`src/csc_pkg.sv`:
```
// Shared types and constants for the color sensor classifier.
// No dependencies; every other file refers to it by scoped names.
package csc_pkg;

    // Filter and color codes share one encoding
    typedef enum logic [1:0] {
        COL_WHITE = 2'd0,
        COL_RED   = 2'd1,
        COL_GREEN = 2'd2,
        COL_BLUE  = 2'd3
    } t_color;

    // Configuration register indexes
    typedef enum logic [2:0] {
        CFG_RED_LOW    = 3'd0,
        CFG_RED_HIGH   = 3'd1,
        CFG_GREEN_LOW  = 3'd2,
        CFG_GREEN_HIGH = 3'd3,
        CFG_BLUE_LOW   = 3'd4,
        CFG_BLUE_HIGH  = 3'd5,
        CFG_WHITE_MIN  = 3'd6,
        CFG_EXP_SEQ    = 3'd7
    } t_cfg_idx;

    localparam int unsigned COUNT_W  = 8;
    localparam int unsigned SEQ_W    = 6;
    localparam int unsigned CFG_W    = 8;
    localparam int unsigned HOLD_W   = 10;

    // Counter must pass this before a color is accepted
    localparam logic [HOLD_W-1:0] HOLD_COUNT = 10'd200;

    // Window registers (all bounds exclusive)
    typedef struct packed {
        logic [COUNT_W-1:0] red_low;
        logic [COUNT_W-1:0] red_high;
        logic [COUNT_W-1:0] green_low;
        logic [COUNT_W-1:0] green_high;
        logic [COUNT_W-1:0] blue_low;
        logic [COUNT_W-1:0] blue_high;
        logic [COUNT_W-1:0] white_min;
    } t_windows;

    // One result item
    typedef struct packed {
        t_color filter_select;
        logic   led_red;
        logic   led_green;
        logic   tone_on;
        t_color accepted_color;
        t_color history_newest;
        t_color history_middle;
        t_color history_oldest;
        logic   sequence_match;
    } t_result;

endpackage

```
`src/csc_in_if.sv`:
```
// Request channel carrying one period count per item.
// Depends on csc_pkg for field widths.
interface csc_in_if;
    logic                           valid;
    logic                           ready;
    logic [csc_pkg::COUNT_W-1:0]    period_count;

    modport source (output valid, output period_count, input ready);
    modport sink   (input valid, input period_count, output ready);
endinterface

```
`src/csc_out_if.sv`:
```
// Result channel: filter select, drive outputs, history and match flag.
// Depends on csc_pkg for the color type.
interface csc_out_if;
    logic               valid;
    logic               ready;
    csc_pkg::t_color    filter_select;
    logic               led_red;
    logic               led_green;
    logic               tone_on;
    csc_pkg::t_color    accepted_color;
    csc_pkg::t_color    history_newest;
    csc_pkg::t_color    history_middle;
    csc_pkg::t_color    history_oldest;
    logic               sequence_match;

    modport source (
        output valid, input ready,
        output filter_select, led_red, led_green, tone_on, accepted_color,
        output history_newest, history_middle, history_oldest, sequence_match
    );
    modport sink (
        input valid, output ready,
        input filter_select, led_red, led_green, tone_on, accepted_color,
        input history_newest, history_middle, history_oldest, sequence_match
    );
endinterface

```
`src/csc_hit.sv`:
```
// Window compare: decides whether a count hits the current filter's window.
// Depends on csc_pkg.
module csc_hit (
    input  csc_pkg::t_windows           i_win,
    input  csc_pkg::t_color             i_filter,
    input  logic [csc_pkg::COUNT_W-1:0] i_count,
    output logic                        o_hit
);

    always_comb begin
        unique case (i_filter)
            csc_pkg::COL_RED:   o_hit = (i_win.red_low < i_count) && (i_count < i_win.red_high);
            csc_pkg::COL_GREEN: o_hit = (i_win.green_low < i_count)
                                        && (i_count < i_win.green_high);
            csc_pkg::COL_BLUE:  o_hit = (i_win.blue_low < i_count)
                                        && (i_count < i_win.blue_high);
            default:            o_hit = i_win.white_min < i_count;
        endcase
    end

endmodule

```
`src/csc_track.sv`:
```
// Classifier state (filter, hold counter, accepted color, history, drives)
// and the result register. Depends on csc_pkg.
module csc_track #(
    parameter logic [csc_pkg::HOLD_W-1:0] HOLD_COUNT = csc_pkg::HOLD_COUNT
) (
    input  logic                        i_clk,
    input  logic                        i_rst_n,
    input  logic                        i_step,
    input  logic                        i_hit,
    input  logic [csc_pkg::SEQ_W-1:0]   i_exp_seq,
    input  logic                        i_res_ready,
    output csc_pkg::t_color             o_filter,
    output logic                        o_res_valid,
    output csc_pkg::t_result            o_res
);

    csc_pkg::t_color    r_filter, n_filter;
    csc_pkg::t_color    r_last, n_last;
    logic [7:0]         r_hold, n_hold;
    csc_pkg::t_color    r_hist0, r_hist1, r_hist2;
    csc_pkg::t_color    n_hist0, n_hist1, n_hist2;
    logic [2:0]         r_drive, n_drive;     // {tone, green, red}
    logic               r_res_valid;
    csc_pkg::t_result   r_res, n_res;

    always_comb begin
        n_filter = csc_pkg::t_color'(r_filter + 2'd1);
        n_last   = r_last;
        n_hold   = r_hold;
        n_hist0  = r_hist0;
        n_hist1  = r_hist1;
        n_hist2  = r_hist2;
        n_drive  = r_drive;

        if (i_hit && (r_last != r_filter)) begin
            if ({2'b00, r_hold} > HOLD_COUNT) begin
                n_last = r_filter;
                n_hold = 8'd0;
                unique case (r_filter)
                    csc_pkg::COL_WHITE: begin
                        n_drive = 3'b000;
                        n_hist0 = csc_pkg::COL_WHITE;
                        n_hist1 = csc_pkg::COL_WHITE;
                        n_hist2 = csc_pkg::COL_WHITE;
                    end
                    default: begin
                        unique case (r_filter)
                            csc_pkg::COL_RED:   n_drive = 3'b001;
                            csc_pkg::COL_GREEN: n_drive = 3'b010;
                            default:            n_drive = 3'b100;
                        endcase
                        n_hist2 = r_hist1;
                        n_hist1 = r_hist0;
                        n_hist0 = r_filter;
                    end
                endcase
            end else if (r_hold != 8'hFF) begin
                n_hold = r_hold + 8'd1;
            end
        end

        n_res.filter_select  = n_filter;
        n_res.led_red        = n_drive[0];
        n_res.led_green      = n_drive[1];
        n_res.tone_on        = n_drive[2];
        n_res.accepted_color = n_last;
        n_res.history_newest = n_hist0;
        n_res.history_middle = n_hist1;
        n_res.history_oldest = n_hist2;
        n_res.sequence_match = (n_hist0 == i_exp_seq[1:0])
                               && (n_hist1 == i_exp_seq[3:2])
                               && (n_hist2 == i_exp_seq[5:4]);
    end

    always_ff @(posedge i_clk) begin
        if (!i_rst_n) begin
            r_filter    <= csc_pkg::COL_WHITE;
            r_last      <= csc_pkg::COL_WHITE;
            r_hold      <= 8'd0;
            r_hist0     <= csc_pkg::COL_WHITE;
            r_hist1     <= csc_pkg::COL_WHITE;
            r_hist2     <= csc_pkg::COL_WHITE;
            r_drive     <= 3'b000;
            r_res_valid <= 1'b0;
        end else begin
            if (i_step) begin
                r_filter    <= n_filter;
                r_last      <= n_last;
                r_hold      <= n_hold;
                r_hist0     <= n_hist0;
                r_hist1     <= n_hist1;
                r_hist2     <= n_hist2;
                r_drive     <= n_drive;
                r_res_valid <= 1'b1;
            end else if (i_res_ready) begin
                r_res_valid <= 1'b0;
            end
        end
    end

    // Result payload, no reset needed
    always_ff @(posedge i_clk) begin
        if (i_step) begin
            r_res <= n_res;
        end
    end

    assign o_filter    = r_filter;
    assign o_res_valid = r_res_valid;
    assign o_res       = r_res;

endmodule

```
`src/color_sensor_classifier_top.sv`:
```
// Color sensor classifier, top level.
// Depends on csc_pkg, csc_in_if, csc_out_if, csc_hit and csc_track.
//
// Usage:
//   i_req carries one period count per request, measured under the filter
//   that the previous result selected (white after reset). o_res returns
//   one result per request: the next filter select, LED and tone drives,
//   the accepted color, the three-deep color history and a match flag
//   against the expected sequence register.
//   Configuration: pulse i_cfg_we with i_cfg_idx / i_cfg_data while idle.
//   Index 0..6 are the window bounds, 7 is the expected sequence (6 bits).
//
// Timing:
//   A request is captured in an input register, classified by one level of
//   compare logic and written to the result register, which drives
//   o_res.valid. One request per cycle is sustained while the receiver does
//   not stall; the only loop is the registered state update in csc_track.
//   If the receiver stalls, the result register holds and one further
//   request waits in the input register; i_req.ready then drops.
//   Synchronous reset returns windows to their defaults, the filter and
//   accepted color to white, clears the history, drives and hold counter,
//   and empties both stages.
module color_sensor_classifier_top #(
    parameter logic [csc_pkg::HOLD_W-1:0] HOLD_COUNT = csc_pkg::HOLD_COUNT
) (
    input  logic                        i_clk,
    input  logic                        i_rst_n,
    csc_in_if.sink                      i_req,
    csc_out_if.source                   o_res,
    input  logic                        i_cfg_we,
    input  logic [2:0]                  i_cfg_idx,
    input  logic [csc_pkg::CFG_W-1:0]   i_cfg_data
);

    csc_pkg::t_windows              r_win;
    logic [csc_pkg::SEQ_W-1:0]      r_exp_seq;

    logic                           r_in_valid;
    logic [csc_pkg::COUNT_W-1:0]    r_in_count;

    logic               step;
    logic               hit;
    logic               res_valid;
    csc_pkg::t_color    filter;
    csc_pkg::t_result   res;

    // Input stage moves on when the result register is free or draining
    assign step        = r_in_valid && (!res_valid || o_res.ready);
    assign i_req.ready = !r_in_valid || step;

    // Configuration registers
    always_ff @(posedge i_clk) begin
        if (!i_rst_n) begin
            r_win.red_low    <= 8'd20;
            r_win.red_high   <= 8'd36;
            r_win.green_low  <= 8'd10;
            r_win.green_high <= 8'd30;
            r_win.blue_low   <= 8'd15;
            r_win.blue_high  <= 8'd30;
            r_win.white_min  <= 8'd100;
            r_exp_seq        <= '0;
        end else if (i_cfg_we) begin
            unique case (csc_pkg::t_cfg_idx'(i_cfg_idx))
                csc_pkg::CFG_RED_LOW:    r_win.red_low    <= i_cfg_data;
                csc_pkg::CFG_RED_HIGH:   r_win.red_high   <= i_cfg_data;
                csc_pkg::CFG_GREEN_LOW:  r_win.green_low  <= i_cfg_data;
                csc_pkg::CFG_GREEN_HIGH: r_win.green_high <= i_cfg_data;
                csc_pkg::CFG_BLUE_LOW:   r_win.blue_low   <= i_cfg_data;
                csc_pkg::CFG_BLUE_HIGH:  r_win.blue_high  <= i_cfg_data;
                csc_pkg::CFG_WHITE_MIN:  r_win.white_min  <= i_cfg_data;
                default:                 r_exp_seq <= i_cfg_data[csc_pkg::SEQ_W-1:0];
            endcase
        end
    end

    // Input register: valid flag under reset, payload without reset
    always_ff @(posedge i_clk) begin
        if (!i_rst_n) begin
            r_in_valid <= 1'b0;
        end else if (i_req.ready) begin
            r_in_valid <= i_req.valid;
        end
    end

    always_ff @(posedge i_clk) begin
        if (i_req.valid && i_req.ready) begin
            r_in_count <= i_req.period_count;
        end
    end

    csc_hit u_hit (
        .i_win    (r_win),
        .i_filter (filter),
        .i_count  (r_in_count),
        .o_hit    (hit)
    );

    csc_track #(
        .HOLD_COUNT (HOLD_COUNT)
    ) u_track (
        .i_clk       (i_clk),
        .i_rst_n     (i_rst_n),
        .i_step      (step),
        .i_hit       (hit),
        .i_exp_seq   (r_exp_seq),
        .i_res_ready (o_res.ready),
        .o_filter    (filter),
        .o_res_valid (res_valid),
        .o_res       (res)
    );

    // Result channel
    assign o_res.valid          = res_valid;
    assign o_res.filter_select  = res.filter_select;
    assign o_res.led_red        = res.led_red;
    assign o_res.led_green      = res.led_green;
    assign o_res.tone_on        = res.tone_on;
    assign o_res.accepted_color = res.accepted_color;
    assign o_res.history_newest = res.history_newest;
    assign o_res.history_middle = res.history_middle;
    assign o_res.history_oldest = res.history_oldest;
    assign o_res.sequence_match = res.sequence_match;

endmodule
```
`src/flat_wrapper.sv`:
```
// flat-port wrapper written by rule: the top's interface ports become plain ports
module color_sensor_classifier_top_flat 
#(
    parameter logic [csc_pkg::HOLD_W-1:0] HOLD_COUNT = csc_pkg::HOLD_COUNT
)
  (i_clk, i_rst_n, i_cfg_we, i_cfg_idx, i_cfg_data, i_req_valid, i_req_period_count, i_req_ready, o_res_valid, o_res_ready, o_res_filter_select, o_res_led_red, o_res_led_green, o_res_tone_on, o_res_accepted_color, o_res_history_newest, o_res_history_middle, o_res_history_oldest, o_res_sequence_match);
  csc_in_if i_req_i ();
  csc_out_if o_res_i ();
  input  logic i_clk;
  input  logic i_rst_n;
  input  logic i_cfg_we;
  input  logic [2:0] i_cfg_idx;
  input  logic [csc_pkg::CFG_W-1:0] i_cfg_data;
  input wire logic [$bits(i_req_i.valid)-1:0] i_req_valid;
  input wire logic [$bits(i_req_i.period_count)-1:0] i_req_period_count;
  output wire logic [$bits(i_req_i.ready)-1:0] i_req_ready;
  output wire logic [$bits(o_res_i.valid)-1:0] o_res_valid;
  input wire logic [$bits(o_res_i.ready)-1:0] o_res_ready;
  output wire logic [$bits(o_res_i.filter_select)-1:0] o_res_filter_select;
  output wire logic [$bits(o_res_i.led_red)-1:0] o_res_led_red;
  output wire logic [$bits(o_res_i.led_green)-1:0] o_res_led_green;
  output wire logic [$bits(o_res_i.tone_on)-1:0] o_res_tone_on;
  output wire logic [$bits(o_res_i.accepted_color)-1:0] o_res_accepted_color;
  output wire logic [$bits(o_res_i.history_newest)-1:0] o_res_history_newest;
  output wire logic [$bits(o_res_i.history_middle)-1:0] o_res_history_middle;
  output wire logic [$bits(o_res_i.history_oldest)-1:0] o_res_history_oldest;
  output wire logic [$bits(o_res_i.sequence_match)-1:0] o_res_sequence_match;
  assign i_req_i.valid = i_req_valid;
  assign i_req_i.period_count = i_req_period_count;
  assign i_req_ready = i_req_i.ready;
  assign o_res_valid = o_res_i.valid;
  assign o_res_i.ready = o_res_ready;
  assign o_res_filter_select = o_res_i.filter_select;
  assign o_res_led_red = o_res_i.led_red;
  assign o_res_led_green = o_res_i.led_green;
  assign o_res_tone_on = o_res_i.tone_on;
  assign o_res_accepted_color = o_res_i.accepted_color;
  assign o_res_history_newest = o_res_i.history_newest;
  assign o_res_history_middle = o_res_i.history_middle;
  assign o_res_history_oldest = o_res_i.history_oldest;
  assign o_res_sequence_match = o_res_i.sequence_match;
  color_sensor_classifier_top #(.HOLD_COUNT(HOLD_COUNT)) u_core (.i_clk(i_clk), .i_rst_n(i_rst_n), .i_req(i_req_i), .o_res(o_res_i), .i_cfg_we(i_cfg_we), .i_cfg_idx(i_cfg_idx), .i_cfg_data(i_cfg_data));
endmodule
```
`config.mk`:
```
export PLATFORM = sky130hd
export DESIGN_NAME = color_sensor_classifier_top_flat
export DESIGN_NICKNAME = d
export VERILOG_FILES = /design/src/csc_pkg.sv /design/src/csc_in_if.sv /design/src/csc_out_if.sv /design/src/csc_hit.sv /design/src/csc_track.sv /design/src/color_sensor_classifier_top.sv /design/src/flat_wrapper.sv
export SDC_FILE = /design/constraint.sdc
export NUM_CORES = 1
export LEC_CHECK = 0
export BUFFER_PORTS_ARGS = -buffer_cell sky130_fd_sc_hd__buf_2
export CORE_MARGIN = 5
export CORE_UTILIZATION = 45
export DETAILED_ROUTE_END_ITERATION = 10
export PLACE_DENSITY_LB_ADDON = 0.3
export SLEW_MARGIN = 20
export SYNTH_ARGS = -nofsm -noshare
export SYNTH_HDL_FRONTEND = slang
export SYNTH_SLANG_ARGS = --single-unit
export TNS_END_PERCENT = 10
```
`constraint.sdc`:
```
create_clock -name i_clk -period 8.75 [get_ports i_clk]
set_clock_uncertainty 0.2 [all_clocks]
set_input_delay 0.4375 -clock i_clk [delete_from_list [all_inputs] [get_ports i_clk]]
set_output_delay 0.4375 -clock i_clk [all_outputs]
set_load 0.1 [all_outputs]
```
# After elaboration in Yosys (flattened, before gate mapping)
# Index checks and enable logic that the tools add are counted.
dict set report word_totals {
  reg_bits 107
  latch_bits 0
  ramBits 0
  rom_bits 0
  output_inout_bits 16
  memories 0
}
dict set report op_classes {
  n_addsub 2
  mul 0
  div_mod_pow 0
  order_cmp 8
  n_eq_ne 14
  shifts 0
  muxes 20
  n_bitwise 1
  n_reduce_logical 26
}
# operator count
set op_table {}
lappend op_table {{$lt 8x8->1} 7}
lappend op_table {{$mux 2} 11}
lappend op_table {{$mux 8} 2}
lappend op_table {{$reduce_and 2->1} 8}
lappend op_table {{$eq 3x3->1 const B} 3}
lappend op_table {{$mux 3} 3}
lappend op_table {{$add 8x1->8 const B} 1}
lappend op_table {{$gt 8x8->1 const B} 1}
lappend op_table {{$logic_and 1x1->1} 8}
lappend op_table {{$ne 8x8->1 const B} 1}
lappend op_table {{$reduce_or 7->1} 1}
lappend op_table {{$eq 2x2->1} 3}
lappend op_table {{$eq 3x2->1 const B} 2}
lappend op_table {{$pmux 3 s2} 1}
lappend op_table {{$eq 2x2->1 const B} 2}
lappend op_table {{$reduce_bool 2->1} 2}
lappend op_table {{$eq 3x1->1 const B} 1}
lappend op_table {{$logic_not 3->1} 1}
lappend op_table {{$pmux 1 s3} 1}
lappend op_table {{$reduce_and 3->1} 1}
lappend op_table {{$add 2x1->2 const B} 1}
lappend op_table {{$eq 2x1->1 const B} 1}
lappend op_table {{$logic_not 1->1} 2}
lappend op_table {{$logic_not 2->1} 1}
lappend op_table {{4 further kinds} 6}

# Longest topological paths before layout
# Gate-level depths: netlist (run 1).
dict set report logic_depth {
  word_depth 8
  depth_mapped 12
}

# Hierarchy
# Synthesis (run 1) repeated with hierarchy kept, for this count alone.
dict set report unflattened {
  hier_cells 587
  hier_area_um2 5720.5
}
# module instances cells_each area_per_inst_um2 seq_area_each_um2
set modules_own_cells {}
lappend modules_own_cells {color_sensor_classifier_top 1 247 2725.1 1501.4}
lappend modules_own_cells {csc_track 1 188 1829.3 860.8}
lappend modules_own_cells {csc_hit 1 152 1166.1 0.0}

# Worst setup path before layout (run 1)
# No wires, ideal clock.
dict set report synth_timing {
  path_type {register -> register}
  start {reg u_core.u_track.r_res_valid, in the netlist u_core.u_track.o_res_valid}
  end {reg u_core.r_in_count[0] (netlist name) (enable)}
  setup_ns 0.279
  arrival_ns 2.335
  required_time_ns 8.271
  path_slack_ns 5.935
  stages_incl_launch_ff 4
  path_buffers 0
  synth_period_minus_slack_ns 2.815
  path_cell_list {dfxtp_1 -> nor2b_1 -> nand2_1 -> and2_1}
}
dict set report synth_between {
  elab_chain_cells 5
}
# item line
set synth_rtl {}
lappend synth_rtl {{start, declared} csc_track.sv:23} ;# logic r_res_valid;
lappend synth_rtl {{start signal, assigned} csc_track.sv:84} ;# r_res_valid <= 1'b0;
lappend synth_rtl {{start signal, assigned} csc_track.sv:94} ;# r_res_valid <= 1'b1;
lappend synth_rtl {{start signal, assigned} csc_track.sv:96} ;# r_res_valid <= 1'b0;
lappend synth_rtl {{$logic_not 1->1} color_sensor_classifier_top.sv:48} ;# assign step = r_in_valid && (!res_valid || o_res.ready);
lappend synth_rtl {{$logic_or 1x1->1} color_sensor_classifier_top.sv:48}
lappend synth_rtl {{$logic_and 1x1->1} color_sensor_classifier_top.sv:48}
lappend synth_rtl {{$logic_or 1x1->1} color_sensor_classifier_top.sv:49} ;# assign i_req.ready = !r_in_valid || step;
lappend synth_rtl {{named net i_req_ready} flat_wrapper.sv:16} ;# output wire logic [$bits(i_req_i.ready)-1:0] i_req_ready;
lappend synth_rtl {{$logic_and 1x1->1} color_sensor_classifier_top.sv:86} ;# if (i_req.valid && i_req.ready) begin
lappend synth_rtl {{end signal, assigned} color_sensor_classifier_top.sv:87} ;# r_in_count <= i_req.period_count;
lappend synth_rtl {{end, declared} color_sensor_classifier_top.sv:39} ;# logic [csc_pkg::COUNT_W-1:0] r_in_count;
# The timed path passes the listed nets, and every way through them passes these cells.
# A chain may end at the register's enable or synchronous reset.

==> flow_summary.ini, run 1 <==
[placement]
dp_hpwl_mm = 9.47
place_congestion = 0.931
placed_cell_area_sq_um = 5800
post-place-ws_ns = 5.44
port-buffer-count = 39

[yosys]
synth_edf_count = 22
netlist_area_sq_um = 5510
seq_area_frac_synth = 0.429
synthCells = 607
syn_area_per_cell_sq_um = 9.08
synthesis.nets = 687
yosys_warnings = 0
synth-seq-cells = 107
synth.distinct_cells = 57
ys_async_sr_fraction = 0
synth_ff_type = dfxtp_1

[cts]
post_cts_buffers = 0
cts_resized = 0
path_clk_slew_ns = 0.07
clockBufferDepth = 2
h-tree-depth = 3
clk_latency_ns = 0.35
ctsHoldBuffers = 0
cts_tree = built
cts_inserted_buffers = 9
clock-sinks = 107
root_buffer = clkbuf_16

[timing]
hold_viol = 0
finalCritPeriodShare = 0.382
slew_headroom = 0.339
drv_slew = 0
max_freq_ghz = 0.299
setup_tns_ns = 0
hold_slack_ns = 0.0548
setup_viol = 0
tightest_slew_ns = 0.984
worst_slack_ns = 5.40
rsz0062_at_grt = no
min_period_ns = 3.35

[finish]
multi_input_area_sq_um = 2880
seq_area_sq_um = 2360
fill_cells = 1135
fin_area_sq_um = 6090
diodes = 0
drive_gt1_frac = 0.110
final_nets = 714
area_growth_pct = 10.4

[critical_path]
path_max_fanout = 13
crit_type = flip-flop to flip-flop
cp-end-kind = flip-flop
start_kind = flip-flop
cp_data_required_time_ns = 8.66
reg2reg_slack_ns = 5.40
slowest_delay_ns = 0.52
cpMaxStageDelayCell = dfxtp_1
path_cells = inv_1, ha_1, or3_1, o311ai_1, o211ai_1, nand3_2, mux2i_1, o2bb2ai_1, nor3_2
worstSetupStartpoint = u_core.u_track.o_filter[1]
arrival_ns = 3.25
critPathTopFamily = simple AND/OR/NAND/NOR gates
ff2ff_path_depth = 9
r2r-start = u_core.u_track.o_filter[1]
r2r_end = u_core.u_track.o_res[0]
crit_buf_inv = 1

[hold_path]
hp-start = i_req_period_count[6]
worstHoldPathCells = 1
holdPathEnd = u_core.r_in_count[6]
hp-class = primary input to flip-flop

[power]
irDropWorstVdd_mv = 0.121
power_density_nw_per_um2 = 174
p_total_uw = 1060
leakagePower_uw = 0.00257

[global_route]
antenna_found_initial = 0
grt_max_degree = 80
grt_pass1_vias = 4204
grt_pass1_wl_mm = 21.0
grt_usage = 0.183
grt-ovfl-total = 0

[detailed_routing]
drt_iter0_markers = 270
remaining_drc_errors = 0
viasPerCell = 5.36
wirelength_mm = 12.9
drtPass1Iterations = 5
antenna_left = 0
vias = 4213
wire_per_inst_um = 16.4

[outcome]
status = finished clean

[floorplanning]
die-area_sq_um = 14600
row_count = 40
io_pins = 40
core-area_sq_um = 12000
dieHeight_um = 121
start_util = 0.459
die_w_um = 121

[run]
cap_violations = 0
==> cell usage in the layout (no fill, tap or decap), types with 3 or more instances in the layout <==
| cell type | instances |
|---|---|
| a21boi_0 | 42 |
| a21o_1 | 3 |
| a21oi_1 | 10 |
| a31oi_1 | 3 |
| and2_1 | 4 |
| and3_1 | 4 |
| buf_2 | 39 |
| clkbuf_16 | 9 |
| clkinv_2 | 3 |
| dfxtp_1 | 85 |
| edfxtp_1 | 22 |
| ha_1 | 56 |
| inv_1 | 42 |
| mux2_2 | 7 |
| mux2i_1 | 12 |
| nand2_1 | 134 |
| nand2b_1 | 4 |
| nand3_1 | 19 |
| nand4_1 | 8 |
| nor2_1 | 29 |
| nor2b_1 | 18 |
| nor3_1 | 4 |
| o211a_1 | 4 |
| o211ai_1 | 13 |
| o21ai_0 | 11 |
| o22ai_1 | 3 |
| xnor2_1 | 6 |
| xor2_1 | 7 |
==> through the flow <==
step | util | instances
3_5_place_dp | 0.483 | 770
3_3_place_gp | 0.483 | 770
2_1_floorplan | - | 607
6_report | 0.507 | 786
4_1_cts | 0.507 | 786
5_1_grt | 0.507 | 786
==> cell usage after synthesis (4+ instances only) <==
cell type | count | area (sq um)
nand2_1 | 134 | 503
dfxtp_1 | 85 | 1700
ha_1 | 56 | 701
a21boi_0 | 42 | 315
inv_1 | 42 | 158
nor2_1 | 29 | 109
edfxtp_1 | 22 | 661
nand3_1 | 19 | 95.1
nor2b_1 | 19 | 119
clkbuf_1 | 18 | 67.6
o211ai_1 | 13 | 97.6
mux2i_1 | 12 | 120
o21ai_0 | 11 | 55.1
a21oi_1 | 10 | 50.1
nand4_1 | 8 | 50.1
mux2_2 | 7 | 78.8
xor2_1 | 7 | 61.3
xnor2_1 | 6 | 52.6
and2_1 | 4 | 25.0
and3_1 | 4 | 25.0
clkbuf_2 | 4 | 20.0
nand2b_1 | 4 | 25.0
nor3_1 | 4 | 20.0
o211a_1 | 4 | 40.0
==> per-layer routing <==
metal | vias to the layer above | global-route usage | share of wire
met5 | - | 0 | 0
met4 | 0 | 0.0524 | 0.015
met3 | 12 | 0.0468 | 0.040
met2 | 84 | 0.303 | 0.48
met1 | 1987 | 0.237 | 0.47
li1 | 2130 | - | -
==> cell type report <==
| class | count | share of cell area |
|---|---|---|
| clock buffer | 10 | 0.0376 |
| clock inverter | 6 | 0.00946 |
| inverter | 43 | 0.0265 |
| multi-input combinational | 432 | 0.474 |
| sequential | 107 | 0.388 |
| tap | 147 | 0.0302 |
| timing repair buffer | 41 | 0.0345 |
==> flip-flops by register name (all words and copies together), names as in the netlist <==
signal                      cells
u_core.r_exp_seq                6
u_core.r_in_count               8
u_core.r_in_valid               1
u_core.r_win                   56
u_core.u_track.o_filter         2
u_core.u_track.o_res           14
u_core.u_track.o_res_valid      1
u_core.u_track.r_drive          3
u_core.u_track.r_hist0          2
u_core.u_track.r_hist1          2
u_core.u_track.r_hist2          2
u_core.u_track.r_hold           8
u_core.u_track.r_last           2
==> cell families (layout without fill, tap and decap cells) <==
family	after synthesis	in the layout	synth area share
XOR/XNOR	13	13	0.0207
adder cells (fa/ha/maj)	56	56	0.127
buffers and inverters	68	100	0.0488
AO/OA/AOI/OAI	108	108	0.142
AND/OR/NAND/NOR	235	235	0.193
multiplexers	20	20	0.0402
flip-flops	107	107	0.429
==> worst max path at each step <==
stage | cells after the start | slack (ns) | endpoint
floorplan | 3 | 5.94 | u_core.r_in_count[0]
global placement | 9 | 5.51 | u_core.u_track.o_res[0]
detailed placement | 9 | 5.44 | u_core.u_track.o_res[0]
CTS | 9 | 5.42 | u_core.u_track.o_res[0]
global route | 11 | 5.08 | u_core.u_track.o_res[0]
finish | 9 | 5.40 | u_core.u_track.o_res[0]
==> report_power, final <==
part	internal (uW)	switching [uW]	total (uW)
clock	220	176	396
sequential	520	10.8	530
combinational	41.4	91.0	132
Note: power is estimated with default switching activity, not from simulation.
==> inputs of run 2 (changes only) <==
Clock period 8.75 ns to 3.25 ns, I/O delays scaled along.
==> flow_summary.ini, run 2 (same netlist as run 1, synthesis figures left out) <==
[outcome]
status = finished clean

[timing]
setup_viol = 0
finalCritPeriodShare = 0.971
min_period_ns = 3.16
hold_viol = 0
rsz0062_at_grt = yes
drv_slew = 0
tightest_slew_ns = 0.996
worst_slack_ns = 0.0939
max_freq_ghz = 0.317
slew_headroom = 0.331
hold_slack_ns = 0.125

[cts]
clock-sinks = 107
cts_tree = built
clockBufferDepth = 2
clk_latency_ns = 0.35
cts_inserted_buffers = 9
h-tree-depth = 3
root_buffer = clkbuf_16
path_clk_slew_ns = 0.07

[critical_path]
crit_type = flip-flop to flip-flop
start_kind = flip-flop
arrival_ns = 3.07
cp-end-kind = flip-flop
path_max_fanout = 6
cp_data_required_time_ns = 3.16
reg2reg_slack_ns = 0.09

[global_route]
grt-ovfl-total = 0
antenna_found_initial = 0
grt_usage = 0.183
grt_pass1_wl_mm = 21.0
grt_pass1_vias = 4148
grt_max_degree = 42

[finish]
final_nets = 748
drive_gt1_frac = 0.137
fin_area_sq_um = 6470
layoutNonFillerInstCount = 820
largest_register = u_core.r_win
layout_common_cells = nand2_1, dfxtp_1, ha_1
area_growth_pct = 17.4
diodes = 0
final_common_cell = nand2_1
largest_reg_flops = 56
fill_cells = 1092

[detailed_routing]
wirelength_mm = 13.0
antenna_left = 0
vias = 4353
wire_per_inst_um = 15.9
viasPerCell = 5.31
drt_iter0_markers = 321
remaining_drc_errors = 0
drtPass1Iterations = 4

[power]
irDropWorstVdd_mv = 0.247
leakagePower_uw = 0.00272
power_density_nw_per_um2 = 452

[placement]
port-buffer-count = 39
place_congestion = 0.857
placed_cell_area_sq_um = 5840
post-place-ws_ns = -0.119
dp.cells = 775
dp_hpwl_mm = 9.43

[run]
cap_violations = 0

[hold_path]
hp-class = primary input to flip-flop

[floorplanning]
core-area_sq_um = 12000
dieHeight_um = 121
row_count = 40
die-area_sq_um = 14600
die_w_um = 121
io_pins = 40
start_util = 0.459
-- run 2: layout make-up --
cell class,instances,area (sq um),area share
clock buffers,16,304,0.0470
repair buffers,75,517,0.0799
multi-input cells,432,2940,0.455
inverters,43,161,0.0249
flip-flops and latches,107,2360,0.365
well taps,147,184,0.0284
-- run 2: through the flow --
| step | total power, uW | util | TNS, ns |
|---|---|---|---|
| 6_report | 2930 | 0.539 | 0 |
| 5_1_grt | 3030 | 0.539 | -0.318 |
| 4_1_cts | 2930 | 0.528 | 0 |
| 3_5_place_dp | 1820 | 0.486 | -1.10 |
| 3_3_place_gp | 1810 | 0.486 | -0.517 |
| 2_1_floorplan | 1720 | - | 0 |
-- run 2: metal layers --
layer | global-route usage | vias up | part of all wire
met5 | 0 | - | 0
met4 | 0.0418 | 0 | 0.011
met3 | 0.0482 | 7 | 0.048
met2 | 0.301 | 92 | 0.48
met1 | 0.243 | 2054 | 0.46
li1 | - | 2200 | -
-- run 2: worst max-delay path: stages, from the launching register on --
cell and delay (ns):
edfxtp_1 0.42, inv_1 0.16, ha_1 0.25, a211oi_2 0.21, nor2_1 0.09, nor4b_2 0.35, o211ai_1 0.17, o211ai_1 0.32
nand3_2 0.14, buf_6 0.18, mux2i_4 0.20, xnor2_2 0.16, nor3_2 0.06
-- run 2: final timing paths --
kind | start | to | depth (start not counted)
worst max-delay path | u_core.r_in_count[4] | u_core.u_track.o_res[0] | 12
worst min-delay path | i_rst_n | u_core.r_win[33] | 2
worst max register to register | u_core.r_in_count[4] | u_core.u_track.o_res[0] | 12
worst min register to register | u_core.r_win[31] | u_core.r_win[31] | 2
-- run 2: power breakdown --
group | switching (uW) | leakage (uW) | internal (uW)
sequential | 28.3 | 0.000895 | 1400
clock | 467 | 0.000147 | 636
combinational | 254 | 0.00167 | 141
total | 750 | 0.00272 | 2180
-- run 2: what timing repair did --
item / in CTS / in global routing
buffers inserted: 1 / 9
pin swaps: 2 / 3
hold buffers: 19 / 0
endpoints found under the setup margin: 15 / 22
gates resized for setup: 0 / 14
hold endpoints to repair: 68 / 0
==> inputs of run 3 (changes only) <==
Settings changed: BUFFER_PORTS_ARGS -buffer_cell sky130_fd_sc_hd__buf_2 to -buffer_cell sky130_fd_sc_hd__buf_4.
==> flow_summary.ini, run 3 (same netlist as run 1, synthesis figures left out) <==
[floorplanning]
core-area_sq_um = 12000
row_count = 40
io_pins = 40
die-area_sq_um = 14600
start_util = 0.459
dieHeight_um = 121
die_w_um = 121

[timing]
setup_tns_ns = 0
tightest_slew_ns = 0.954
finalCritPeriodShare = 0.966
max_freq_ghz = 0.319
setup_viol = 0
drv_slew = 0
hold_slack_ns = 0.102
rsz0062_at_grt = no
slew_headroom = 0.361
min_period_ns = 3.14
hold_viol = 0

[finish]
final_nets = 740
layoutNonFillerInstCount = 812
area_growth_pct = 16.6
layout_common_cells = nand2_1, dfxtp_1, ha_1
final_common_cell = nand2_1
fin_area_sq_um = 6430
largest_register = u_core.r_win
fill_cells = 1089
largest_reg_flops = 56
drive_gt1_frac = 0.120
diodes = 0

[power]
p_total_uw = 2850
power_density_nw_per_um2 = 444
leakagePower_uw = 0.00269
irDropWorstVdd_mv = 0.244

[cts]
clock-sinks = 107
cts_tree = built
root_buffer = clkbuf_16
cts_inserted_buffers = 9
clockBufferDepth = 2
path_clk_slew_ns = 0.07
h-tree-depth = 3
clk_latency_ns = 0.35

[detailed_routing]
drtPass1Iterations = 5
viasPerCell = 5.39
vias = 4377
wirelength_mm = 12.8
remaining_drc_errors = 0
wire_per_inst_um = 15.8
drt_iter0_markers = 201
antenna_left = 0

[critical_path]
crit_type = flip-flop to flip-flop
reg2reg_slack_ns = 0.11
cp-end-kind = flip-flop
cp_data_required_time_ns = 3.15
path_max_fanout = 6
start_kind = flip-flop
arrival_ns = 3.04

[hold_path]
hp-class = primary input to flip-flop

[placement]
port-buffer-count = 39
dp.cells = 774
dp_hpwl_mm = 9.31
placed_cell_area_sq_um = 5930
place_congestion = 0.888

[global_route]
grt_pass1_wl_mm = 21.3
grt_max_degree = 80
grt_usage = 0.184
grt-ovfl-total = 0
grt_pass1_vias = 4378
antenna_found_initial = 0

[run]
cap_violations = 0

[outcome]
status = finished clean
[run 3: changes by cell type in the layout (fill, tap and decap cells not counted), sizes merged]
cell	delta
buf	-8
clkbuf	-2
clkinv	+2
[run 3: path summary, 6_finish.rpt]
| check | start | to | depth (start not counted) |
|---|---|---|---|
| hold / removal | i_cfg_idx[1] | u_core.r_win[52] | 4 |
| setup reg to reg | u_core.r_in_count[5] | u_core.u_track.o_res[0] | 12 |
| hold reg to reg | u_core.r_win[24] | u_core.r_win[24] | 2 |
| setup / recovery | u_core.r_in_count[5] | u_core.u_track.o_res[0] | 12 |
[run 3: worst max-delay path, cell delays in order, from the launching register on]
cell,delay (ns)
edfxtp_1,0.47
inv_1,0.21
ha_1,0.29
a211oi_2,0.19
nor2_1,0.09
nor4b_2,0.22
o211ai_1,0.14
o211ai_1,0.32
nand3_2,0.13
buf_4,0.20
mux2i_2,0.22
o2bb2ai_1,0.16
nor3_2,0.06
[run 3: area by class of cell]
cell class              count  area, sq um  share of cell area
multi-input cells         432         2890               0.450
flip-flops and latches    107         2360               0.368
repair buffers             67          551              0.0857
clock buffers              14          264              0.0411
well taps                 147          184              0.0286
inverters                  43          161              0.0251
clock inverters             2         10.0             0.00156
[run 3: repair_timing]
item / CTS / global route
hold buffers: 19 / 0
pin swaps: 1 / 1
gates resized for setup: 0 / 5
buffers inserted: 1 / 2
hold endpoints to repair: 72 / 0
setup endpoints to repair: 1 / 9
[run 3: through the flow]
step                      setup WS, ns   util
after floorplan                  0.435      -
after global placement          0.0584  0.494
after detailed placement       -0.0164  0.494
after CTS                        0.114  0.533
after global routing           0.00241  0.535
final                            0.111  0.535
[run 3: power breakdown]
group	leakage [uW]	internal (uW)	switching [uW]
Sequential	0.000895	1400	28.8
Combinational	0.00166	146	252
Clock	0.000137	560	465
[run 3: routing by layer]
metal / vias up / part of all wire / GRT usage
met2: 124 / 0.46 / 0.305
met4: 0 / 0.023 / 0.0637
li1: 2184 / - / -
met1: 2047 / 0.46 / 0.238
met3: 22 / 0.052 / 0.0398
met5: - / 0 / 0
